===== config.mk =====
export PLATFORM = sky130hd
export DESIGN_NAME = lfu_cache_lru_tiebreak
export DESIGN_NICKNAME = d
export VERILOG_FILES = /design/src/lfuc_pkg.sv /design/src/lfuc_ram.sv /design/src/lfuc_scan.sv /design/src/lfu_cache_lru_tiebreak.sv
export VERILOG_INCLUDE_DIRS = /design/src /design/src/src
export SDC_FILE = /design/constraint.sdc
export NUM_CORES = 2
export LEC_CHECK = 0
export BUFFER_PORTS_ARGS = -buffer_cell sky130_fd_sc_hd__buf_4
export CORE_MARGIN = 1
export CORE_UTILIZATION = 30
export CTS_CLUSTER_SIZE = 20
export DETAILED_ROUTE_END_ITERATION = 7
export GPL_ROUTABILITY_DRIVEN = 1
export PLACE_DENSITY_LB_ADDON = 0.2
export SYNTH_ARGS = -nofsm -noshare
export SYNTH_HDL_FRONTEND = slang
export SYNTH_SLANG_ARGS = --single-unit

===== constraint.sdc =====
create_clock -name clk -period 10 [get_ports clk]
set_input_delay 1.5 -clock clk [delete_from_list [all_inputs] [get_ports clk]]
set_output_delay 1.5 -clock clk [all_outputs]
set_load 0.01 [all_outputs]

===== src/lfu_cache_lru_tiebreak_defines.svh =====
// shared assertion macros
`ifndef LFU_CACHE_LRU_TIEBREAK_DEFINES_SVH
`define LFU_CACHE_LRU_TIEBREAK_DEFINES_SVH

// property checked on every rising edge, quiet while in reset
`define LFUC_ASSERT(lbl, prop, msg) \
  lbl: assert property (@(posedge clk) disable iff (rst) prop) else $error(msg);

// property checked on every rising edge, reset included
`define LFUC_ASSERT_ALWAYS(lbl, prop, msg) \
  lbl: assert property (@(posedge clk) prop) else $error(msg);

`endif


===== src/lfuc_pkg.sv =====
package lfuc_pkg;

  localparam int ENTRIES = 16;
  localparam int IDX_W   = $clog2(ENTRIES);
  localparam int CAP_W   = 5;
  localparam int KEY_W   = 32;
  localparam int VAL_W   = 32;
  localparam int USE_W   = 32;
  localparam int RANK_W  = IDX_W;

  localparam logic OP_GET = 1'b0;
  localparam logic OP_PUT = 1'b1;

  // one cache line as held in the entry memory
  typedef struct packed {
    logic [KEY_W-1:0]  key;
    logic [VAL_W-1:0]  value;
    logic [USE_W-1:0]  count;
    logic [RANK_W-1:0] rank;
  } entry_t;

  localparam int ENTRY_W = $bits(entry_t);

  // outcome of one sweep over the entries
  typedef struct packed {
    logic             found;
    logic [IDX_W-1:0] hit_idx;
    entry_t           hit_entry;
    logic             have_victim;
    logic [IDX_W-1:0] vic_idx;
    entry_t           vic_entry;
    logic             free_found;
    logic [IDX_W-1:0] free_idx;
  } scan_res_t;

endpackage


===== src/lfuc_ram.sv =====
module lfuc_ram #(
  parameter int WIDTH = 8,
  parameter int DEPTH = 16
) (
  input  logic                     clk,
  input  logic                     we,
  input  logic [$clog2(DEPTH)-1:0] waddr,
  input  logic [WIDTH-1:0]         wdata,
  input  logic [$clog2(DEPTH)-1:0] raddr,
  output logic [WIDTH-1:0]         rdata
);

  logic [WIDTH-1:0] mem [DEPTH];

  // one write port, registered read port
  always_ff @(posedge clk) begin
    if (we) begin
      mem[waddr] <= wdata;
    end
    rdata <= mem[raddr];
  end

endmodule


===== src/lfuc_scan.sv =====
module lfuc_scan (
  input  logic                       clk,
  input  logic                       rst,
  input  logic                       start,
  input  logic                       rd_vld,
  input  logic [lfuc_pkg::IDX_W-1:0] rd_idx,
  input  lfuc_pkg::entry_t           rd_data,
  input  logic                       rd_valid_bit,
  input  logic [lfuc_pkg::KEY_W-1:0] key,
  output lfuc_pkg::scan_res_t        res
);

  logic match;
  logic better;

  // key compare and victim order: lower count first, then least recent
  always_comb begin
    match  = rd_valid_bit && (rd_data.key == key);
    better = rd_valid_bit && (!res.have_victim ||
             (rd_data.count < res.vic_entry.count) ||
             ((rd_data.count == res.vic_entry.count) &&
              (rd_data.rank > res.vic_entry.rank)));
  end

  // accumulate as the entries stream past, lowest index first
  always_ff @(posedge clk) begin
    if (rst || start) begin
      res.found       <= 1'b0;
      res.have_victim <= 1'b0;
      res.free_found  <= 1'b0;
      res.hit_idx     <= '0;
      res.vic_idx     <= '0;
      res.free_idx    <= '0;
    end else if (rd_vld) begin
      if (match && !res.found) begin
        res.found     <= 1'b1;
        res.hit_idx   <= rd_idx;
        res.hit_entry <= rd_data;
      end
      if (better) begin
        res.have_victim <= 1'b1;
        res.vic_idx     <= rd_idx;
        res.vic_entry   <= rd_data;
      end
      if (!rd_valid_bit && !res.free_found) begin
        res.free_found <= 1'b1;
        res.free_idx   <= rd_idx;
      end
    end
  end

endmodule


===== src/lfu_cache_lru_tiebreak.sv =====
// LFU key-value cache, fully associative, 16 entries, with ties among equal
// use counts broken by least recent use. Entries live in one memory with a
// registered read, so each operation is two sweeps over it: a lookup sweep
// (key match, victim and free slot search, 16 reads, then a drain state)
// and, unless the operation is a get miss, a read-modify-write sweep that
// shifts the recency ranks and writes the chosen entry. The entry memory
// has a single read port. Items are handled one at a time; the result sits
// in an output register and the block only waits on it when the next
// result is ready. capacity_in_use must be written through the cfg port
// only while the block is idle; the block itself does not enforce this.
// 0 counts as 1 and values above 16 as 16.
`include "lfu_cache_lru_tiebreak_defines.svh"

module lfu_cache_lru_tiebreak (
  input  logic                       clk,
  input  logic                       rst,
  // configuration write: capacity_in_use
  input  logic                       cfg_valid,
  output logic                       cfg_ready,
  input  logic [lfuc_pkg::CAP_W-1:0] cfg_data,
  // requests
  input  logic                       s_tvalid,
  output logic                       s_tready,
  input  logic [63:0]                s_tdata,   // lookup_key, write_value
  input  logic [0:0]                 s_tuser,   // operation
  // results
  output logic                       m_tvalid,
  input  logic                       m_tready,
  output logic [63:0]                m_tdata,   // read_value, evicted_key
  output logic [1:0]                 m_tuser    // hit, evicted
);

  typedef enum logic [5:0] {
    ST_IDLE   = 6'b000001,
    ST_SCAN   = 6'b000010,
    ST_SLAST  = 6'b000100,
    ST_DECIDE = 6'b001000,
    ST_UPD    = 6'b010000,
    ST_ULAST  = 6'b100000
  } state_t;

  state_t state;

  logic [lfuc_pkg::CAP_W-1:0]  capacity;
  logic [lfuc_pkg::CAP_W-1:0]  cap_eff;
  logic [lfuc_pkg::CAP_W-1:0]  occupied;
  logic [lfuc_pkg::ENTRIES-1:0] valid;

  logic [lfuc_pkg::IDX_W-1:0]  idx;
  logic                        pend;
  logic [lfuc_pkg::IDX_W-1:0]  pend_idx;

  logic                        req_op;
  logic [lfuc_pkg::KEY_W-1:0]  req_key;
  logic [lfuc_pkg::VAL_W-1:0]  req_val;

  logic [lfuc_pkg::IDX_W-1:0]  slot;
  logic                        ins;
  logic [lfuc_pkg::RANK_W-1:0] old_rank;
  lfuc_pkg::entry_t            new_rec;

  logic                        out_hit;
  logic                        out_ev;
  logic [lfuc_pkg::VAL_W-1:0]  out_rd;
  logic [lfuc_pkg::KEY_W-1:0]  out_evk;

  lfuc_pkg::entry_t            rd_data;
  lfuc_pkg::entry_t            wr_data;
  logic                        wr_en;
  lfuc_pkg::scan_res_t         scan;

  logic in_xfer;
  logic out_free;
  logic in_upd;

  assign cfg_ready = 1'b1;
  assign s_tready  = (state == ST_IDLE);
  assign in_xfer   = s_tvalid && s_tready;
  assign out_free  = !m_tvalid || m_tready;
  assign in_upd    = pend && ((state == ST_UPD) || (state == ST_ULAST));

  assign m_tdata = {out_evk, out_rd};
  assign m_tuser = {out_ev, out_hit};

  // effective capacity
  always_comb begin
    if (capacity == '0) begin
      cap_eff = lfuc_pkg::CAP_W'(1);
    end else if (capacity > lfuc_pkg::CAP_W'(lfuc_pkg::ENTRIES)) begin
      cap_eff = lfuc_pkg::CAP_W'(lfuc_pkg::ENTRIES);
    end else begin
      cap_eff = capacity;
    end
  end

  // entry memory
  lfuc_ram #(
    .WIDTH (lfuc_pkg::ENTRY_W),
    .DEPTH (lfuc_pkg::ENTRIES)
  ) u_ram (
    .clk   (clk),
    .we    (wr_en),
    .waddr (pend_idx),
    .wdata (wr_data),
    .raddr (idx),
    .rdata (rd_data)
  );

  // lookup sweep
  lfuc_scan u_scan (
    .clk          (clk),
    .rst          (rst),
    .start        (in_xfer),
    .rd_vld       (pend && ((state == ST_SCAN) || (state == ST_SLAST))),
    .rd_idx       (pend_idx),
    .rd_data      (rd_data),
    .rd_valid_bit (valid[pend_idx]),
    .key          (req_key),
    .res          (scan)
  );

  // write-back: chosen entry, or a rank shift for more recent entries (all valid ones on an insertion)
  always_comb begin
    wr_en   = 1'b0;
    wr_data = rd_data;
    if (in_upd) begin
      if (pend_idx == slot) begin
        wr_en   = 1'b1;
        wr_data = new_rec;
      end else if (valid[pend_idx] && (ins || (rd_data.rank < old_rank))) begin
        wr_en        = 1'b1;
        wr_data.rank = rd_data.rank + lfuc_pkg::RANK_W'(1);
      end
    end
  end

  // configuration register
  always_ff @(posedge clk) begin
    if (rst) begin
      capacity <= lfuc_pkg::CAP_W'(lfuc_pkg::ENTRIES);
    end else if (cfg_valid && cfg_ready) begin
      capacity <= cfg_data;
    end
  end

  // sweep address and read tracking
  always_ff @(posedge clk) begin
    if (rst) begin
      pend <= 1'b0;
      idx  <= '0;
    end else begin
      pend <= (state == ST_SCAN) || (state == ST_UPD);
      if ((state == ST_SCAN) || (state == ST_UPD)) begin
        idx <= idx + lfuc_pkg::IDX_W'(1);
      end else begin
        idx <= '0;
      end
    end
    pend_idx <= idx;
  end

  // request capture
  always_ff @(posedge clk) begin
    if (in_xfer) begin
      req_op  <= s_tuser[0];
      req_key <= s_tdata[31:0];
      req_val <= s_tdata[63:32];
    end
  end

  // sequencer, decision and result register
  always_ff @(posedge clk) begin
    if (rst) begin
      state    <= ST_IDLE;
      valid    <= '0;
      occupied <= '0;
      m_tvalid <= 1'b0;
      ins      <= 1'b0;
      slot     <= '0;
    end else begin
      if ((state == ST_DECIDE) && out_free) begin
        m_tvalid <= 1'b1;
      end else if (m_tvalid && m_tready) begin
        m_tvalid <= 1'b0;
      end
      unique case (state)
        ST_IDLE: begin
          if (in_xfer) begin
            state <= ST_SCAN;
          end
        end
        ST_SCAN: begin
          if (idx == lfuc_pkg::IDX_W'(lfuc_pkg::ENTRIES - 1)) begin
            state <= ST_SLAST;
          end
        end
        ST_SLAST: begin
          state <= ST_DECIDE;
        end
        ST_DECIDE: begin
          if (out_free) begin
            out_hit      <= scan.found;
            new_rec.key  <= req_key;
            new_rec.rank <= '0;
            if (scan.found) begin
              slot     <= scan.hit_idx;
              old_rank <= scan.hit_entry.rank;
              ins      <= 1'b0;
              out_ev   <= 1'b0;
              out_evk  <= '0;
              if (req_op == lfuc_pkg::OP_GET) begin
                out_rd        <= scan.hit_entry.value;
                new_rec.value <= scan.hit_entry.value;
              end else begin
                out_rd        <= '1;
                new_rec.value <= req_val;
              end
              if (scan.hit_entry.count != '1) begin
                new_rec.count <= scan.hit_entry.count + lfuc_pkg::USE_W'(1);
              end else begin
                new_rec.count <= scan.hit_entry.count;
              end
              state <= ST_UPD;
            end else begin
              out_rd        <= '1;
              new_rec.value <= req_val;
              new_rec.count <= lfuc_pkg::USE_W'(1);
              if (req_op == lfuc_pkg::OP_PUT) begin
                if (occupied >= cap_eff) begin
                  slot     <= scan.vic_idx;
                  old_rank <= scan.vic_entry.rank;
                  ins      <= 1'b0;
                  out_ev   <= scan.have_victim;
                  out_evk  <= scan.have_victim ? scan.vic_entry.key : '0;
                end else begin
                  slot                 <= scan.free_idx;
                  ins                  <= 1'b1;
                  old_rank             <= '0;
                  out_ev               <= 1'b0;
                  out_evk              <= '0;
                  valid[scan.free_idx] <= 1'b1;
                  occupied             <= occupied + lfuc_pkg::CAP_W'(1);
                end
                state <= ST_UPD;
              end else begin
                ins     <= 1'b0;
                out_ev  <= 1'b0;
                out_evk <= '0;
                state   <= ST_IDLE;
              end
            end
          end
        end
        ST_UPD: begin
          if (idx == lfuc_pkg::IDX_W'(lfuc_pkg::ENTRIES - 1)) begin
            state <= ST_ULAST;
          end
        end
        ST_ULAST: begin
          state <= ST_IDLE;
        end
        default: begin
          state <= ST_IDLE;
        end
      endcase
    end
  end

  // occupancy tracks the valid marks
  `LFUC_ASSERT(a_occ_matches_valid, ($countones(valid) == occupied), "occupancy mismatch")
  // write-back never lands on the address being read
  `LFUC_ASSERT(a_no_rw_overlap, (wr_en |-> (pend_idx != idx)), "read/write overlap")
  // an insertion always finds a free slot
  `LFUC_ASSERT(a_free_on_insert,
    ((state == ST_DECIDE) && out_free && !scan.found && (req_op == lfuc_pkg::OP_PUT) &&
     (occupied < cap_eff) |-> scan.free_found), "insert without free slot")

endmodule


# After elaboration in Yosys (flattened, before gate mapping)
# Memory sizes are Yosys's and may differ from the RTL's. A register that Yosys moved wholly into a read port is not among the register bits.
# Cells that the tools add are included.
totals:
  out_inout_bits: 69
  latch_bits: 0
  mem_count: 1
  mem_bits_rw: 1600
  ff_bits: 429
  mem_bits_ro: 0
  in_bits: 75
memory_table:
  columns: ["name", "depth", "width", "rd", "rd_ports_with_merged_regs", "wr", "line", "source"]
  rows:
  - ["u_ram.mem", 16, 100, 1, 1, 1, "lfuc_ram.sv:13", "logic [WIDTH-1:0] mem [DEPTH];"]
op_classes:
  n_addsub: 4
  n_mux: 36
  bitwise_logic: 8
  div_mod_pow: 0
  n_lt_le_gt_ge: 8
  n_reduce_logical: 43
  shift: 0
  n_mul: 0
  eq_ne: 15
op_table:
  columns: ["cell", "n"]
  rows:
  - ["$mux 100", 1]
  - ["$mux 96", 1]
  - ["$eq 32x32->1", 2]
  - ["$mux 32", 2]
  - ["$mux 64", 1]
  - ["$add 32x1->32 const B", 1]
  - ["$lt 32x32->1", 1]
  - ["$mux 4", 8]
  - ["$ne 32x32->1 const B", 1]
  - ["$pmux 6 s5", 1]
  - ["$mux 6", 4]
  - ["$mux 5", 4]
  - ["$or 16x16->16", 1]
  - ["$logic_and 1x1->1", 12]
  - ["$mux 1", 12]
  - ["$reduce_and 3->1", 4]
  - ["$lt 4x5->1 const B", 2]
  - ["$add 4x1->4 const B", 2]
  - ["$logic_or 1x1->1", 8]
  - ["$reduce_and 2->1", 4]
  - ["$reduce_and 4->1", 2]
  - ["$not 1->1", 7]
  - ["$eq 6x1->1 const B", 1]
  - ["$eq 6x2->1 const B", 1]
  - ["23 further kinds", 31]

# Depth between registers and ports, before layout
logic_depth:
  depth_word: 8
  mapped_depth: 12
  mapped_depth_nobuf: 11

# By module
# From an unflattened synthesis, not the netlist that was laid out.
hier_totals:
  cells_unflattened: 3920
  hier_area_um2: 81888.5
by_module_without_submodules:
  columns: ["mod", "seq_area_each_um2", "n_inst", "cells_per_inst", "area_each_um2"]
  rows:
  - ["lfuc_ram", 50048.0, 1, 2560, 61778.0]
  - ["lfu_cache_lru_tiebreak", 7877.6, 1, 927, 12256.8]
  - ["lfuc_scan", 6306.0, 1, 433, 7853.8]

# Worst setup path after synthesis
# OpenSTA, ideal clock, no wires.
synth_path:
  path_type: "input to register"
  startpoint: "in rst"
  endpoint: "reg new_rec[10] (netlist bit) (enable)"
  path_slack_ns: 0.663
  stages: 3
  setup_ns: 0.685
  t_arrival_ns: 8.651
  cell_sequence: "clkbuf_1 -> buf_1 -> nor2_1"
synth_via:
  elab_chain_len: 2
synth_lines:
  columns: ["element", "line", "source"]
  rows:
  - ["start: declaration", "lfu_cache_lru_tiebreak.sv:16", "input logic rst,"]
  - ["$not 1->1 (no source line)", null, null]
  - ["$reduce_and 3->1 (no source line)", null, null]
  - ["end: declaration", "lfu_cache_lru_tiebreak.sv:60", "lfuc_pkg::entry_t new_rec;"]
# No other way between the ends.
# A chain may end at the register's enable or synchronous reset.

# Worst setup path in the final report
layout_path:
  startpoint: "reg pend_idx[1] (netlist bit)"
  endpoint: "mem u_ram.mem[10][39] (netlist bit) (enable)"
layout_via:
  elab_chain_len: 8
  elab_cells_between_ends: 9
layout_lines:
  columns: ["element", "line", "source"]
  rows:
  - ["start: declaration", "lfu_cache_lru_tiebreak.sv:51", "logic [lfuc_pkg::IDX_W-1:0] pend_idx;"]
  - ["start signal: assignment", "lfu_cache_lru_tiebreak.sv:159", "pend_idx <= idx;"]
  - ["$bmux 1 s4", "lfu_cache_lru_tiebreak.sv:130", "end else if (valid[pend_idx] && (ins || (rd_data.rank < old_rank))) begin"]
  - ["$mux 1 (not written as such)", "lfu_cache_lru_tiebreak.sv:130", null]
  - ["$logic_and 1x1->1", "lfu_cache_lru_tiebreak.sv:130", null]
  - ["$mux 1", "lfu_cache_lru_tiebreak.sv:130", null]
  - ["$mux 1", "lfu_cache_lru_tiebreak.sv:127", "if (pend_idx == slot) begin"]
  - ["$mux 1", "lfu_cache_lru_tiebreak.sv:126", "if (in_upd) begin"]
  - ["$mux 1", "lfuc_ram.sv:17", "if (we) begin"]
  - ["$mux 1 (not written as such)", "lfuc_ram.sv:18", "mem[waddr] <= wdata;"]
  - ["end: declaration", "lfuc_ram.sv:13", null]
# Parallel ways exist; a longest one is shown, timed or not. The select of a mux whose other input is x is not followed.

==> qor.txt <==
status: completed
CP delay by family, top: buffers and inverters
CTS resizes: 0
clk sink count: 2129
Seq pwr share: 53.1%
Sw Ratio: 20.7%
DRT iter0 DRCs: 3153
Synth warnings: 0
Top Metal Used: met5
Core ar.: 268000 um2
Final setup viols: 0
worst-margin pin slew: 1240 ps
cell area after synthesis: 81100 um2
# nets final: 4685
top_reg_cell synth: edfxtp_1
Vias/cell: 4.87
Placement Setup Slack: 5080 ps
net switching power: 3.83 mW
Met3 Routed Length: 8.73 mm
I/O pin count: 144
CP max stage cell: buf_4
Max Fclk: 0.207 GHz
relative slew slack: 17.0%
wl on met1: 97.5 mm
Synth Net Count: 4458
Slowest Stage Delay on Critical Path: 740 ps
share of cells above drive strength 1: 21.1%
r2r worst-path depth: 9
Async S/R FF share, synth: 0%
initial core utilization: 30.2%
via count: 40.4k
combinational share of power: 2.8%
H-tree depth: 4
die area: 272000 um2
Total Neg Setup Slack: 0 ps
first-pass GRT wire length: 303 mm
I/O Buffers: 142
die height: 522 um
post-layout worst setup margin: 5160 ps
Residual DRC: 0
Hold Buf Count CTS: 0
drt total wl: 210 mm
metal2 WL: 100 mm
initial antenna violation count: 13
number of detailed-route iterations in the first pass: 6
largest net degree at the start of global routing: 121
Max Slew Vio Count: 0
LEAKAGE: 28.9 nW
Worst setup SP type: flop
Fillers: 25.0k
EDFF count, synth: 1967
most frequent CP cell: buf_4
Hold Crit Class: reg2reg
gr ovfl total: 0
Hold Path Stages: 0
Max VDD drop: 155 uV
Mapped Avg Cell Area: 18.7 um2
Worst Path Arrival: 5290 ps
CTS Buf Count: 224
Yosys cell types: 65
Setup crit end kind: flop
synthesized netlist cell count: 4335
clk slew on worst S/H paths: 60 ps
Max Fanout on Critical Path: 36
fin crit period: 4840 ps
crit share post-route: 48.4%
Layout Skew: 55.6 ps
clock root cell: clkbuf_16
Worst-Skew Late Latency: 870 ps
Fin. Hold Viols: 0
Area Growth Syn to Fin: 15.7%
clock share of power: 44.1%
Hold WS: 431 ps
DRT antenna net count: 0
crit path buf inv count: 2
routed len/inst: 25.3 um
worst-path cell chain: mux4_1, mux2i_1, mux2_4, nor2_1, o21a_1, o21ai_1, nor2_4, buf_4, buf_4
RSZ-0062 raised after global routing: no
Worst Setup Path Type: reg2reg
Crit path depth: 9
Power Density: 197 nW/um2
Die Wd: 522 um
# rows: 190
setup bufs post-CTS: 0
Max-Cap Viols: 0
P_int: 14.7 mW
WP data required: 10450 ps
Yosys reg bits: 2129
post-synthesis sequential area ratio: 76.8%
TritonCTS clock tree: done
Clock Tree Buf Depth: 4
DP HPWL: 105 mm
Routability Congestion: 0.722
vias in the first global route: 41.9k
GR Util All Layers: 15.2%
cell usage in the layout, fill, tap and decap left out, types with 7 or more instances in the layout:
master,n
nor3_1,10
mux2_2,187
mux2_1,44
nor4_1,11
nand2_1,151
bufinv_16,14
o21ai_0,219
clkbuf_8,25
nand4_1,26
xnor2_1,25
a22oi_1,100
clkbuf_16,226
dfxtp_1,158
nand3_1,22
mux4_2,203
a31oi_1,14
edfxtp_1,1967
ha_1,48
clkinv_2,37
clkinvlp_4,7
or2_2,32
xor2_1,48
nor2b_1,11
buf_12,15
nor2_4,15
a21o_1,7
nor2_1,103
a221oi_1,100
mux2i_1,321
a21oi_1,134
inv_1,48
clkinv_1,28
and2_1,36
nand2b_1,7
clkbuf_1,61
buf_4,202
cells in the mapped netlist (2+ instances only):
cell      count  area (um2)
edfxtp_1   1967       59100
mux2i_1     321        3210
o21ai_0     219        1100
mux4_2      203        4570
mux2_2      187        2110
dfxtp_1     162        3240
nand2_1     152         571
clkbuf_1    143         537
a21oi_1     134         671
nor2_1      117         439
a221oi_1    100         876
a22oi_1     100         751
buf_2        49         245
inv_1        49         184
ha_1         48         601
xor2_1       48         420
mux2_1       44         495
and2_1       37         231
or2_2        32         200
nand4_1      26         163
xnor2_1      25         219
nand3_1      22         110
buf_1        19        71.3
a31oi_1      14        87.6
nor3_1       14        70.1
nor2b_1      12        75.1
nor4_1       12        75.1
nand2b_1      9        56.3
a21o_1        7        52.6
and3_1        6        37.5
or3_1         6        37.5
a41oi_1       4        35.0
and4_1        4        35.0
buf_4         4        30.0
o21ai_1       4        20.0
o41ai_1       4        35.0
and4b_1       2        20.0
o211ai_1      2        15.0
layer usage:
metal	track usage, %	vias up
met5	0	-
met2	24.9	860
met1	21.7	21500
li1	-	17800
met3	1.97	273
met4	3.18	4
path summary, 6_finish.rpt:
kind / slack (ps) / end / from
hold / removal: 430 / u_scan.res[158] / u_ram.rdata[48]
hold reg to reg: 430 / u_scan.res[158] / u_ram.rdata[48]
setup / recovery: 5160 / u_ram.mem[10][39] / pend_idx[1]
setup reg to reg: 5160 / u_ram.mem[10][39] / pend_idx[1]
logic make-up after synthesis:
logic type,after synthesis,share of synthesized area [%]
xor+xnor,73,0.789
simple gates,462,2.78
flops,2129,76.8
compound gates,599,4.64
fa+ha+maj,48,0.741
buf+inv,266,1.33
mux,757,12.9
other cells,1,0.00462
final cells by class:
class	count	area [um2]	share of cell area, %
timing repair buffer	217	1820	1.94
clock buffer	312	6230	6.64
antenna	3	7.51	0.00801
inverter	50	190	0.203
clock inverter	94	900	0.959
multi-input combinational	1940	17900	19.1
sequential	2129	62300	66.5
tap	3552	4440	4.74
flip-flops by register name (all words and copies together), names as in the netlist:
name	flops
u_scan.res	151
u_ram.mem	1600
slot	4
new_rec	96
capacity	5
occupied	5
idx	4
req_key	32
state	6
u_ram.rdata	100
req_val	32
out_ev	1
pend	1
ins	1
out_evk	32
out_hit	1
valid	16
pend_idx	4
m_tvalid	1
out_rd	32
req_op	1
old_rank	4
power by group through the flow:
stage | clock [mW] | sequential [mW] | combinational [mW]
floorplan | 0 | 9.99 | 0.339
global placement | 0 | 10.0 | 0.521
detailed placement | 0 | 10.0 | 0.521
CTS | 8.38 | 9.83 | 0.523
global route | 8.69 | 9.83 | 0.556
finish | 8.15 | 9.83 | 0.511
per-stage QoR:
stage	instance area, um2	power, mW	std cells	utilization [%]
2_1_floorplan	81100	10.3	4335	-
3_3_place_gp	86600	10.5	7888	32.3
3_5_place_dp	86600	10.5	7888	32.3
4_1_cts	93800	18.7	8294	34.9
5_1_grt	93800	19.1	8295	34.9
6_report	93800	18.5	8297	34.9
worst register-to-register path, delay by kind of cell, from the launching register on:
| family | cells | cell delay (ps) |
|---|---|---|
| and+or+nand+nor | 2 | 740 |
| muxes | 3 | 820 |
| AOI/OAI and AO/OA | 2 | 790 |
| DFF | 1 | 730 |
| buffers and inverters | 2 | 1300 |
No activity file was read; power rests on OpenSTA's default activity.
